<file path="config.mk">
export PLATFORM = sky130hd
export DESIGN_NAME = ethernet_packet_classifier
export DESIGN_NICKNAME = d
export VERILOG_FILES = /design/src/hdl/epc_pkg.sv /design/src/hdl/epc_capture.sv /design/src/hdl/epc_classify.sv /design/src/hdl/ethernet_packet_classifier.sv
export SDC_FILE = /design/constraint.sdc
export NUM_CORES = 1
export LEC_CHECK = 0
export BUFFER_PORTS_ARGS = -buffer_cell sky130_fd_sc_hd__buf_4
export CAP_MARGIN = 5
export CORE_ASPECT_RATIO = 0.5
export CORE_MARGIN = 2
export CORE_UTILIZATION = 65
export CTS_CLUSTER_DIAMETER = 50
export CTS_CLUSTER_SIZE = 40
export DETAILED_ROUTE_END_ITERATION = 8
export PLACE_DENSITY = 0.82
export SLEW_MARGIN = 25
export SYNTH_ARGS = -nofsm -noshare
export SYNTH_HDL_FRONTEND = slang
export SYNTH_SLANG_ARGS = --single-unit
</file>
<file path="constraint.sdc">
create_clock -name i_clk -period 37.5 [get_ports i_clk]
set_input_delay 11.25 -clock i_clk [delete_from_list [all_inputs] [get_ports i_clk]]
set_output_delay 11.25 -clock i_clk [all_outputs]
set_load 0.01 [all_outputs]
</file>
<file path="src/hdl/epc_pkg.sv">
// Shared constants and types for the Ethernet packet classifier.
// Used by epc_capture, epc_classify and ethernet_packet_classifier.
// No dependencies.
package epc_pkg;

    // Byte counter width and its saturation value.
    localparam int COUNT_BITS = 16;
    localparam logic [COUNT_BITS-1:0] COUNT_MAX = '1;

    // EtherType codes.
    localparam logic [15:0] ET_IPV4 = 16'h0800;
    localparam logic [15:0] ET_IPV6 = 16'h86DD;
    localparam logic [15:0] ET_ARP  = 16'h0806;

    // Fixed header offsets and lengths in bytes.
    localparam int POS_ET_HI      = 12;
    localparam int POS_ET_LO      = 13;
    localparam int POS_V4_IHL     = 14;
    localparam int POS_V4_LEN_HI  = 16;
    localparam int POS_V4_LEN_LO  = 17;
    localparam int POS_V4_PROTO   = 23;
    localparam int POS_V6_NEXT    = 20;
    localparam int MAC_LEN        = 14;
    localparam int IPV6_LEN       = 40;
    localparam logic [3:0] MIN_WORDS = 4'd5;

    // IP protocol numbers.
    localparam logic [7:0] PROTO_ICMP  = 8'd1;
    localparam logic [7:0] PROTO_TCP   = 8'd6;
    localparam logic [7:0] PROTO_UDP   = 8'd17;
    localparam logic [7:0] PROTO_ICMP6 = 8'd58;

    // TLS record header limits.
    localparam logic [7:0]  TLS_TYPE_LO = 8'd20;
    localparam logic [7:0]  TLS_TYPE_HI = 8'd23;
    localparam logic [15:0] TLS_VER_LO  = 16'h0301;
    localparam logic [15:0] TLS_VER_HI  = 16'h0304;

    // Packet class codes.
    localparam logic [2:0] CLS_OTHER    = 3'd0;
    localparam logic [2:0] CLS_ICMP     = 3'd1;
    localparam logic [2:0] CLS_TCP      = 3'd2;
    localparam logic [2:0] CLS_UDP      = 3'd3;
    localparam logic [2:0] CLS_DNS      = 3'd4;
    localparam logic [2:0] CLS_TLS      = 3'd5;
    localparam logic [2:0] CLS_TLS_CONT = 3'd6;

    // Configuration register indexes and reset values.
    localparam logic CFG_HTTPS_PORT = 1'b0;
    localparam logic CFG_DNS_PORT   = 1'b1;
    localparam logic [15:0] HTTPS_PORT_RESET = 16'd443;
    localparam logic [15:0] DNS_PORT_RESET   = 16'd53;

    // Header fields captured from one frame, plus the byte position.
    typedef struct packed {
        logic [15:0]           ether_type;
        logic [3:0]            ip_header_words;
        logic [15:0]           ip_total_length;
        logic [7:0]            next_protocol;
        logic [15:0]           port_src;
        logic [15:0]           port_dst;
        logic [3:0]            tcp_offset_words;
        logic [5:0]            flag_bits;
        logic [31:0]           seq_value;
        logic [31:0]           ack_value;
        logic [15:0]           window_value;
        logic [15:0]           udp_length;
        logic [7:0]            tls_content_type;
        logic [15:0]           tls_version;
        logic [7:0]            icmp_type_seen;
        logic [7:0]            icmp_code_seen;
        logic [COUNT_BITS-1:0] byte_position;
    } t_frame_info;

    // Configuration register set.
    typedef struct packed {
        logic [15:0] https_port;
        logic [15:0] dns_port;
    } t_cfg;

    // One classification result.
    typedef struct packed {
        logic [2:0]  packet_class;
        logic        is_ipv6;
        logic [15:0] frame_length;
        logic [15:0] source_port;
        logic [15:0] dest_port;
        logic [5:0]  tcp_flags;
        logic [31:0] tcp_seq;
        logic [31:0] tcp_ack;
        logic [15:0] tcp_window;
        logic [15:0] payload_length;
        logic [7:0]  icmp_type;
        logic [7:0]  icmp_code;
    } t_result;

endpackage

</file>
<file path="src/hdl/epc_capture.sv">
// Byte counter and header field capture for the packet classifier.
// Depends on epc_pkg.
module epc_capture (
    input  logic               i_clk,
    input  logic               i_rst_n,
    input  logic               i_beat,
    input  logic [7:0]         i_byte,
    input  logic               i_last,
    output epc_pkg::t_frame_info o_info,
    output logic               o_known
);
    import epc_pkg::*;

    t_frame_info r_st;
    t_frame_info n_st;
    logic        v4;
    logic        v6;
    logic [3:0]  ihl_eff;
    logic [3:0]  toff_eff;
    logic [7:0]  l4_start;
    logic [7:0]  tls_start;
    logic        in_l4;
    logic [COUNT_BITS-1:0] pos;
    logic [COUNT_BITS-1:0] d;

    // Next header state after the current byte is taken in.
    always_comb begin
        pos  = r_st.byte_position;
        n_st = r_st;

        if (pos == COUNT_BITS'(POS_ET_HI)) begin
            n_st.ether_type[15:8] = i_byte;
        end else if (pos == COUNT_BITS'(POS_ET_LO)) begin
            n_st.ether_type[7:0] = i_byte;
        end

        v4 = (n_st.ether_type == ET_IPV4);
        v6 = (n_st.ether_type == ET_IPV6);

        // Network layer fields.
        if (v4) begin
            if (pos == COUNT_BITS'(POS_V4_IHL)) begin
                n_st.ip_header_words = i_byte[3:0];
            end else if (pos == COUNT_BITS'(POS_V4_LEN_HI)) begin
                n_st.ip_total_length[15:8] = i_byte;
            end else if (pos == COUNT_BITS'(POS_V4_LEN_LO)) begin
                n_st.ip_total_length[7:0] = i_byte;
            end else if (pos == COUNT_BITS'(POS_V4_PROTO)) begin
                n_st.next_protocol = i_byte;
            end
        end else if (v6) begin
            if (pos == COUNT_BITS'(POS_V6_NEXT)) begin
                n_st.next_protocol = i_byte;
            end
        end

        // Start of the transport header.
        ihl_eff  = (n_st.ip_header_words < MIN_WORDS) ? MIN_WORDS : n_st.ip_header_words;
        l4_start = v6 ? 8'(MAC_LEN + IPV6_LEN) : 8'(MAC_LEN) + {2'b00, ihl_eff, 2'b00};
        in_l4    = (v4 || v6) && (pos >= COUNT_BITS'(l4_start));
        d        = pos - COUNT_BITS'(l4_start);

        // Transport header fields.
        if (in_l4) begin
            if (d == COUNT_BITS'(0)) begin
                n_st.port_src[15:8] = i_byte;
                n_st.icmp_type_seen = i_byte;
            end else if (d == COUNT_BITS'(1)) begin
                n_st.port_src[7:0]  = i_byte;
                n_st.icmp_code_seen = i_byte;
            end else if (d == COUNT_BITS'(2)) begin
                n_st.port_dst[15:8] = i_byte;
            end else if (d == COUNT_BITS'(3)) begin
                n_st.port_dst[7:0] = i_byte;
            end

            if (d == COUNT_BITS'(4)) begin
                n_st.udp_length[15:8] = i_byte;
            end else if (d == COUNT_BITS'(5)) begin
                n_st.udp_length[7:0] = i_byte;
            end

            if (d >= COUNT_BITS'(4) && d <= COUNT_BITS'(7)) begin
                n_st.seq_value = {r_st.seq_value[23:0], i_byte};
            end else if (d >= COUNT_BITS'(8) && d <= COUNT_BITS'(11)) begin
                n_st.ack_value = {r_st.ack_value[23:0], i_byte};
            end else if (d == COUNT_BITS'(12)) begin
                n_st.tcp_offset_words = i_byte[7:4];
            end else if (d == COUNT_BITS'(13)) begin
                n_st.flag_bits = i_byte[5:0];
            end else if (d == COUNT_BITS'(14)) begin
                n_st.window_value[15:8] = i_byte;
            end else if (d == COUNT_BITS'(15)) begin
                n_st.window_value[7:0] = i_byte;
            end
        end

        // TLS record header right after the TCP header.
        toff_eff  = (n_st.tcp_offset_words < MIN_WORDS) ? MIN_WORDS : n_st.tcp_offset_words;
        tls_start = l4_start + {2'b00, toff_eff, 2'b00};
        if (in_l4) begin
            if (pos == COUNT_BITS'(tls_start)) begin
                n_st.tls_content_type = i_byte;
            end else if (pos == COUNT_BITS'(tls_start) + COUNT_BITS'(1)) begin
                n_st.tls_version[15:8] = i_byte;
            end else if (pos == COUNT_BITS'(tls_start) + COUNT_BITS'(2)) begin
                n_st.tls_version[7:0] = i_byte;
            end
        end

        // Saturating byte counter.
        n_st.byte_position = (pos == COUNT_MAX) ? pos : pos + COUNT_BITS'(1);
    end

    assign o_info  = n_st;
    assign o_known = v4 || v6 || (n_st.ether_type == ET_ARP);

    // Frame state clears after each final byte.
    always_ff @(posedge i_clk) begin
        if (!i_rst_n) begin
            r_st <= '0;
        end else if (i_beat) begin
            if (i_last) begin
                r_st <= '0;
            end else begin
                r_st <= n_st;
            end
        end
    end

endmodule

</file>
<file path="src/hdl/epc_classify.sv">
// Frame snapshot register, classification logic and result register.
// Depends on epc_pkg.
module epc_classify (
    input  logic                 i_clk,
    input  logic                 i_rst_n,
    input  logic                 i_load,
    input  epc_pkg::t_frame_info i_info,
    input  epc_pkg::t_cfg        i_cfg,
    input  logic                 i_out_stall,
    output logic                 o_ready,
    output logic                 o_valid,
    output epc_pkg::t_result     o_result
);
    import epc_pkg::*;

    logic        r_snap_valid;
    t_frame_info r_snap;
    logic        r_out_valid;
    t_result     r_out;
    t_result     n_res;
    logic        out_free;
    logic        snap_go;
    logic        v4;
    logic        v6;
    logic [7:0]  icmp_id;
    logic [3:0]  ihl_eff;
    logic [3:0]  toff_eff;
    logic [6:0]  hdr_len;
    logic        tls_rec;

    // Pipeline flow control.
    assign out_free = !r_out_valid || !i_out_stall;
    assign snap_go  = r_snap_valid && out_free;
    assign o_ready  = !r_snap_valid || out_free;

    // Classification of the captured header fields.
    always_comb begin
        v4       = (r_snap.ether_type == ET_IPV4);
        v6       = (r_snap.ether_type == ET_IPV6);
        icmp_id  = v4 ? PROTO_ICMP : PROTO_ICMP6;
        ihl_eff  = (r_snap.ip_header_words < MIN_WORDS) ? MIN_WORDS : r_snap.ip_header_words;
        toff_eff = (r_snap.tcp_offset_words < MIN_WORDS) ? MIN_WORDS : r_snap.tcp_offset_words;
        hdr_len  = {1'b0, ihl_eff, 2'b00} + {1'b0, toff_eff, 2'b00};
        tls_rec  = (r_snap.tls_content_type >= TLS_TYPE_LO)
                && (r_snap.tls_content_type <= TLS_TYPE_HI)
                && (r_snap.tls_version >= TLS_VER_LO)
                && (r_snap.tls_version <= TLS_VER_HI);

        n_res              = '0;
        n_res.packet_class = CLS_OTHER;
        n_res.is_ipv6      = v6;
        n_res.frame_length = 16'(r_snap.byte_position);

        if (v4 || v6) begin
            if (r_snap.next_protocol == icmp_id) begin
                n_res.packet_class = CLS_ICMP;
                n_res.icmp_type    = r_snap.icmp_type_seen;
                n_res.icmp_code    = r_snap.icmp_code_seen;
            end else if (r_snap.next_protocol == PROTO_TCP) begin
                n_res.packet_class = CLS_TCP;
                n_res.source_port  = r_snap.port_src;
                n_res.dest_port    = r_snap.port_dst;
                n_res.tcp_flags    = r_snap.flag_bits;
                n_res.tcp_seq      = r_snap.seq_value;
                n_res.tcp_ack      = r_snap.ack_value;
                n_res.tcp_window   = r_snap.window_value;
                if (r_snap.port_src == i_cfg.https_port
                        || r_snap.port_dst == i_cfg.https_port) begin
                    n_res.packet_class = tls_rec ? CLS_TLS : CLS_TLS_CONT;
                end
                if (v4 && (r_snap.ip_total_length > {9'd0, hdr_len})) begin
                    n_res.payload_length = r_snap.ip_total_length - {9'd0, hdr_len};
                end
            end else if (r_snap.next_protocol == PROTO_UDP) begin
                n_res.packet_class = (r_snap.port_src == i_cfg.dns_port
                        || r_snap.port_dst == i_cfg.dns_port) ? CLS_DNS : CLS_UDP;
                n_res.source_port    = r_snap.port_src;
                n_res.dest_port      = r_snap.port_dst;
                n_res.payload_length = r_snap.udp_length;
            end
        end
    end

    // Snapshot stage: holds the fields of one finished frame.
    always_ff @(posedge i_clk) begin
        if (!i_rst_n) begin
            r_snap_valid <= 1'b0;
        end else if (i_load) begin
            r_snap_valid <= 1'b1;
        end else if (snap_go) begin
            r_snap_valid <= 1'b0;
        end
    end

    always_ff @(posedge i_clk) begin
        if (i_load) begin
            r_snap <= i_info;
        end
    end

    // Result stage.
    always_ff @(posedge i_clk) begin
        if (!i_rst_n) begin
            r_out_valid <= 1'b0;
        end else if (snap_go) begin
            r_out_valid <= 1'b1;
        end else if (out_free) begin
            r_out_valid <= 1'b0;
        end
    end

    always_ff @(posedge i_clk) begin
        if (snap_go) begin
            r_out <= n_res;
        end
    end

    assign o_valid  = r_out_valid;
    assign o_result = r_out;

    // A new frame is never loaded over a snapshot that cannot move on.
    a_no_overwrite: assert property (@(posedge i_clk) disable iff (!i_rst_n)
        i_load |-> o_ready)
        else $error("snapshot overwritten while occupied");

    // A snapshot blocked by a stalled result stays in place.
    a_snap_held: assert property (@(posedge i_clk) disable iff (!i_rst_n)
        (r_snap_valid && !out_free) |=> r_snap_valid)
        else $error("blocked snapshot was dropped");

    // Every delivered class code is a defined class.
    a_class_range: assert property (@(posedge i_clk) disable iff (!i_rst_n)
        r_out_valid |-> (r_out.packet_class <= CLS_TLS_CONT))
        else $error("undefined packet class");

    // TCP flags, a TCP-only field, stay zero for non-TCP classes.
    a_tcp_fields: assert property (@(posedge i_clk) disable iff (!i_rst_n)
        (r_out_valid && r_out.tcp_flags != 6'd0) |->
        (r_out.packet_class == CLS_TCP || r_out.packet_class == CLS_TLS
            || r_out.packet_class == CLS_TLS_CONT))
        else $error("TCP flags reported on a non-TCP class");

endmodule

</file>
<file path="src/hdl/ethernet_packet_classifier.sv">
// Ethernet packet classifier top level: configuration registers and
// the byte capture and classification stages.
// Depends on epc_pkg, epc_capture and epc_classify.
//
// Usage: frame bytes enter on the input channel (i_in_valid, o_in_stall,
// i_frame_byte, i_last_byte), one beat per byte starting at the
// destination MAC, with i_last_byte set on the final byte. One byte is
// taken per clock cycle while o_in_stall is low; each byte only updates
// the counter and captured fields, so the sustained rate is one beat per
// cycle unless o_in_stall rises. On the final byte of an ARP, IPv4 or
// IPv6 frame one result beat leaves on the output channel (o_out_valid,
// i_out_stall) via the frame snapshot register, then the result register.
// Frames with any other EtherType produce no result. When the receiver
// stalls, the result register holds; the snapshot register absorbs one
// more finished frame, and only when both are full does o_in_stall rise,
// which holds off further bytes. Reset (synchronous, active low) clears
// the frame state, empties both stages and sets the HTTPS port to 443 and
// the DNS port to 53. Ports are written through i_cfg_we, i_cfg_index and
// i_cfg_data by the user only while idle; the block does not enforce it.
module ethernet_packet_classifier (
    input  logic        i_clk,
    input  logic        i_rst_n,
    input  logic        i_in_valid,
    output logic        o_in_stall,
    input  logic [7:0]  i_frame_byte,
    input  logic        i_last_byte,
    output logic        o_out_valid,
    input  logic        i_out_stall,
    output logic [2:0]  o_packet_class,
    output logic        o_is_ipv6,
    output logic [15:0] o_frame_length,
    output logic [15:0] o_source_port,
    output logic [15:0] o_dest_port,
    output logic [5:0]  o_tcp_flags,
    output logic [31:0] o_tcp_seq,
    output logic [31:0] o_tcp_ack,
    output logic [15:0] o_tcp_window,
    output logic [15:0] o_payload_length,
    output logic [7:0]  o_icmp_type,
    output logic [7:0]  o_icmp_code,
    input  logic        i_cfg_we,
    input  logic        i_cfg_index,
    input  logic [15:0] i_cfg_data
);
    import epc_pkg::*;

    t_cfg        r_cfg;
    t_frame_info info;
    t_result     result;
    logic        known;
    logic        ready;
    logic        beat;
    logic        load;

    // Input handshake.
    assign o_in_stall = !ready;
    assign beat       = i_in_valid && !o_in_stall;
    assign load       = beat && i_last_byte && known;

    // Configuration registers.
    always_ff @(posedge i_clk) begin
        if (!i_rst_n) begin
            r_cfg.https_port <= HTTPS_PORT_RESET;
            r_cfg.dns_port   <= DNS_PORT_RESET;
        end else if (i_cfg_we) begin
            case (i_cfg_index)
                CFG_HTTPS_PORT: r_cfg.https_port <= i_cfg_data;
                CFG_DNS_PORT:   r_cfg.dns_port   <= i_cfg_data;
                default:        r_cfg            <= r_cfg;
            endcase
        end
    end

    epc_capture u_capture (
        .i_clk   (i_clk),
        .i_rst_n (i_rst_n),
        .i_beat  (beat),
        .i_byte  (i_frame_byte),
        .i_last  (i_last_byte),
        .o_info  (info),
        .o_known (known)
    );

    epc_classify u_classify (
        .i_clk       (i_clk),
        .i_rst_n     (i_rst_n),
        .i_load      (load),
        .i_info      (info),
        .i_cfg       (r_cfg),
        .i_out_stall (i_out_stall),
        .o_ready     (ready),
        .o_valid     (o_out_valid),
        .o_result    (result)
    );

    // Result fields onto their ports.
    assign o_packet_class   = result.packet_class;
    assign o_is_ipv6        = result.is_ipv6;
    assign o_frame_length   = result.frame_length;
    assign o_source_port    = result.source_port;
    assign o_dest_port      = result.dest_port;
    assign o_tcp_flags      = result.tcp_flags;
    assign o_tcp_seq        = result.tcp_seq;
    assign o_tcp_ack        = result.tcp_ack;
    assign o_tcp_window     = result.tcp_window;
    assign o_payload_length = result.payload_length;
    assign o_icmp_type      = result.icmp_type;
    assign o_icmp_code      = result.icmp_code;

endmodule
</file>
Word level (Yosys, flattened, before mapping)
Index checks and enable logic that the tools add are counted.
{"block": "word_totals", "ff_bits": 680, "in_bits": 31, "output_inout_bits": 172, "word_cells": 210}
{"block": "classes", "n_addsub": 8, "order_cmp": 14, "n_eq_ne": 32, "muxes": 72, "n_bitwise": 3, "n_reduce_logical": 30}
{"cell": "two-way mux 238 bit", "count": 1}
{"cell": "two-way mux 8 bit", "count": 29}
{"cell": "two-way mux 16 bit", "count": 11}
{"cell": "two-way mux 138 bit", "count": 1}
{"cell": "two-way mux 32 bit", "count": 4}
{"cell": "== test 16 x 4 -> 1 bit (second input constant)", "count": 7}
{"cell": "== test 16 bit", "count": 6}
{"cell": "two-way mux 24 bit", "count": 3}
{"cell": "== test 16 x 5 -> 1 bit (second input constant)", "count": 4}
{"cell": "== test 16 x 12 -> 1 bit (second input constant)", "count": 3}
{"cell": "== test 16 bit (second input constant)", "count": 3}
{"cell": "two-way mux 48 bit", "count": 1}
{"cell": "== test 16 x 2 -> 1 bit (second input constant)", "count": 2}
{"cell": "== test 16 x 3 -> 1 bit (second input constant)", "count": 2}
{"cell": "two-way mux 4 bit", "count": 6}
{"cell": "two-way mux 10 bit", "count": 2}
{"cell": "two-way mux 20 bit", "count": 1}
{"cell": "two-way mux 6 bit", "count": 3}
{"cell": "adder 16 x 1 -> 16 bit (second input constant)", "count": 1}
{"cell": "== test 16 x 1 -> 1 bit (second input constant)", "count": 1}
{"cell": "== test 16 x 8 -> 1 bit", "count": 1}
{"cell": ">= comparator 16 x 10 -> 1 bit (second input constant)", "count": 1}
{"cell": ">= comparator 16 x 3 -> 1 bit (second input constant)", "count": 1}
{"cell": ">= comparator 16 x 4 -> 1 bit (second input constant)", "count": 1}
{"cell": "other kinds (30)", "count": 64}

Depth between registers and ports, before layout
{"block": "depth", "depth_word": 29, "mapped_depth": 42, "mapped_depth_nobuf": 38}

By module
From an unflattened synthesis, not the netlist that was laid out.
{"block": "unflattened", "hier_cells": 2459, "hier_area_um2": 30211.5}
{"module": "epc_classify", "n_inst": 1, "cells_each": 830, "area_each_um2": 15099.5, "seq_area_each_um2": 12231.7}
{"module": "epc_capture", "n_inst": 1, "cells_each": 1491, "area_each_um2": 13783.2, "seq_area_each_um2": 4764.6}
{"module": "ethernet_packet_classifier", "n_inst": 1, "cells_each": 138, "area_each_um2": 1328.8, "seq_area_each_um2": 640.6}

Least setup slack after synthesis
No wires, ideal clock.
{"block": "synth_path", "kind": "input -> register", "start": "in i_out_stall", "end": "reg u_classify.r_out (netlist bit u_classify.o_result[0]), enable pin", "setup_ps": 957, "arrival_ps": 23511, "required_time_ps": 36543, "slack_ps": 13032, "path_stages": 1, "path_buffers": 0, "cell_sequence": "a21boi_0"}
{"block": "synth_via", "elab_chain_cells": 3}
{"element": "from (decl)", "line_no": "ethernet_packet_classifier.sv:28", "rtl": "input logic i_out_stall,"}
{"element": "zero test 1 bit", "line_no": "epc_classify.sv:32", "rtl": "assign out_free = !r_out_valid || !i_out_stall;"}
{"element": "logical OR 1 bit", "line_no": "epc_classify.sv:32"}
{"element": "logical AND 1 bit", "line_no": "epc_classify.sv:33", "rtl": "assign snap_go = r_snap_valid && out_free;"}
{"element": "to (signal assigned)", "line_no": "epc_classify.sv:114", "rtl": "r_out <= n_res;"}
{"element": "to (decl)", "line_no": "epc_classify.sv:19", "rtl": "t_result r_out;"}
No other way between the ends.
A chain may end at the register's enable or synchronous reset.

Final worst setup path
{"block": "layout_path", "start": "in i_out_stall", "end": "out o_in_stall"}
{"block": "layout_via", "elab_chain_cells": 4}
{"element": "zero test 1 bit", "line_no": "epc_classify.sv:32"}
{"element": "logical OR 1 bit", "line_no": "epc_classify.sv:32"}
{"element": "logical OR 1 bit", "line_no": "epc_classify.sv:34", "rtl": "assign o_ready = !r_snap_valid || out_free;"}
{"element": "zero test 1 bit", "line_no": "ethernet_packet_classifier.sv:56", "rtl": "assign o_in_stall = !ready;"}
{"element": "to (decl)", "line_no": "ethernet_packet_classifier.sv:24", "rtl": "output logic o_in_stall,"}
No other way between the ends.

==> impl_metrics.py <==
metrics = {
    "clock_network": {
        "htreeDepth": 2,
        "cts.path.max_buffers": 3,
        "numClockSinks": 676,
        "post_cts_buffers": 0,
        "clockRootBuffer": "clkbuf_16",
        "cts.repair.resized": 0,
        "cts_tree": "built",
        "numCtsBuffers": 37,
        "hold_buffers": 0,
        "clkLatencyLatePin_ns": 0.59,
        "clk_pin_slew_ns": 0.09,
    },
    "power": {
        "leakage_nw": 11.74,
        "powerDensity_nw_per_um2": 39.50,
        "internal_power_mw": 1.005,
        "finalPower_mw": 1.303,
        "p_comb_frac": 0.029,
        "seq_power_share": 0.600,
        "p_switching_mw": 0.2974,
        "p_sw_frac": 0.2283,
        "clock_power_share": 0.371,
        "peakVddDrop_v": 0.00002791,
    },
    "timing": {
        "finalClockSkew_ns": 0.04763,
        "clock.fmax_mhz": 43.43,
        "setup_violations": 0,
        "hold_viol_final": 0,
        "max-slew-margin-rel": 0.2902,
        "drv_slew": 0,
        "rsz0062_at_grt": "false",
        "tightestPinTransition_ns": 1.061,
        "finalSetupTns_ns": 0,
        "min_period_ns": 23.03,
        "period_share": 0.6141,
        "fin_ws_ns": 14.47,
    },
    "grt": {
        "overflow": 0,
        "grt_pass1_wl_mm": 104.9,
        "grt_max_degree": 171,
        "antenna_found_initial": 5,
        "track_usage": 0.2808,
        "grt_pass1_vias": 18530,
    },
    "floorplan": {
        "core-area_um2": 45140,
        "std_cell_rows": 55,
        "dieArea_um2": 47580,
        "start_util": 0.6587,
        "die_w_um": 306.5,
        "chipHeight_um": 155.2,
        "boundaryPins": 203,
    },
    "drt": {
        "first_pass_iters": 5,
        "drt_iter0_markers": 1771,
        "wl_per_cell_um": 20.99,
        "drc": 0,
        "num_vias": 19366,
        "wirelength_mm": 67.44,
        "ant_nets": 0,
        "viasPerCell": 6.027,
    },
    "critical_path": {
        "end_kind": "output port",
        "crit_path_cell_trace": "buf_4 -> nand3_1 -> inv_1 -> buf_4",
        "worst_ep_required_time_ns": 26.25,
        "path_delay_family": "buffers and inverters",
        "critPathLaunchType": "input port",
        "r2r_setup_slack_ns": 26.04,
        "rr_worst_depth": 36,
        "max_stage_delay_ns": 0.16,
        "arrival_ns": 11.78,
        "slowest_stage": "nand3_1",
        "path_max_fanout": 3,
        "r2r_end": "u_classify.r_snap[42]$_DFFE_PP_",
        "worst-path-buf-inv": 3,
        "worst_path_most_repeated_cell": "buf_4",
        "regToRegStartpoint": "u_capture.pos[1]$_SDFFE_PN0P_",
        "worstSetupPathType": "input port to output port",
    },
    "synthesis": {
        "ys_seq_elements": 676,
        "synth.top_cell.area_share": 0.4100,
        "synth_cell_types": 77,
        "ys_top_cells_by_area": "edfxtp_1, dfxtp_1, mux2_2",
        "yosysTopAreaCell": "edfxtp_1",
        "synth_seq_area_share": 0.5917,
        "synth_most_common_cell": "edfxtp_1",
        "async_reset_ff_frac": 0,
        "synth_edf_count": 406,
        "synth_top_flop_cell": "edfxtp_1",
        "yosys_warnings": 0,
        "syn-mean-instance-area_um2": 11.95,
        "syn_area_um2": 29740,
        "yosys-top-cells-count": "edfxtp_1, dfxtp_1, nand2_1",
        "syn-num-nets": 2546,
        "netlist_instances": 2488,
    },
    "placed_design": {
        "dp_slack_ns": 14.47,
        "io_buffers": 202,
        "place_congestion": 0.9181,
        "dpl.hpwl_mm": 42.55,
    },
    "min_path": {
        "min_path_cells": 0,
        "hp-start": "u_classify.n_res[150]$_DFFE_PP_",
        "hold_end": "u_classify.o_result[150]$_DFFE_PP_",
        "hp-class": "flop to flop",
    },
    "status": {
        "status": "completed",
    },
    "cells_and_area": {
        "drive_gt1_frac": 0.1996,
        "area_growth_pct": 10.91,
        "nets": 2647,
        "diodes": 0,
    },
    "job": {
        "max_cap_violations": 0,
    },
}
==> per-layer routing <==
metal / up-vias / global-route usage / wire length (µm)
met5: - / 0 / 13
met2: 580 / 0.4620 / 32130
met4: 2 / 0.05976 / 1196
li1: 9075 / - / -
met3: 93 / 0.03596 / 3807
met1: 9616 / 0.4049 / 30300
==> power groups by stage <==
stage / registers, mW / clock network [mW] / logic [mW]
5_1_grt: 0.782 / 0.514 / 0.0402
4_1_cts: 0.781 / 0.489 / 0.0373
6_report: 0.781 / 0.483 / 0.0379
3_3_place_gp: 0.798 / 0 / 0.0371
3_5_place_dp: 0.798 / 0 / 0.0372
2_1_floorplan: 0.798 / 0 / 0.0232
==> kinds of logic after synthesis <==
family | share of synthesized area
muxes | 0.08352
and+or+nand+nor | 0.1585
xor gates and xnor gates | 0.03109
AOI/OAI and AO/OA | 0.09408
DFF | 0.5917
adders and majority gates | 0.01237
buffers and inverters | 0.02869
==> cell usage in the layout, fill, tap and decap left out, types with 12 or more instances in the layout <==
master     instances
edfxtp_1         406
nor2_1            66
xor2_1            41
mux2_2           195
ha_1              23
and2_1           154
nand2_1          218
nor2b_1          207
buf_4            220
nand2b_1          37
nand4_1           22
nor4_1            25
nor3_1            22
nand3_1           33
and3_1            12
dfxtp_1          270
mux2i_1           19
clkbuf_16         38
a22oi_1          204
xnor2_1           62
a21boi_0          48
a21oi_1           25
inv_1             58
o21ai_0           46
==> flip-flops by register name, summed over array words and instances (netlist names) <==
| name | cells |
|---|---|
| r_cfg | 32 |
| u_classify.o_result | 170 |
| u_classify.n_res | 16 |
| u_capture.pos | 16 |
| u_capture.r_st | 220 |
| u_classify.r_snap_valid | 1 |
| u_classify.r_snap | 220 |
| u_classify.o_valid | 1 |
==> stage by stage <==
step / instance area, µm² / cells / hold WS, ns / util
floorplan: 29740 / 2488 / 0.4003 / -
global placement: 31610 / 3148 / 0.4022 / 0.7001
detailed placement: 31620 / 3148 / 0.4052 / 0.7003
CTS: 32970 / 3213 / 0.4256 / 0.7303
global route: 32980 / 3213 / 0.4289 / 0.7306
finish: 32980 / 3213 / 0.4204 / 0.7306
==> how the worst max path moves through the flow <==
| stage | end | depth (start not counted) | start |
|---|---|---|---|
| detailed placement | o_in_stall | 4 | i_out_stall |
| floorplan | u_classify.o_result[0]$_SDFFCE_PN0P_ | 1 | i_out_stall |
| CTS | o_in_stall | 4 | i_out_stall |
| finish | o_in_stall | 4 | i_out_stall |
| global placement | o_in_stall | 4 | i_out_stall |
| global route | o_in_stall | 4 | i_out_stall |
==> area by class of cell <==
class	instances	area [µm²]
fill	3090	12160
multi-input combinational	1593	11370
timing repair buffer	223	1694
clock inverter	24	370.4
tap	598	748.2
inverter	58	217.7
sequential	676	17600
clock buffer	41	982.2
(Power assumes the default switching activity.)
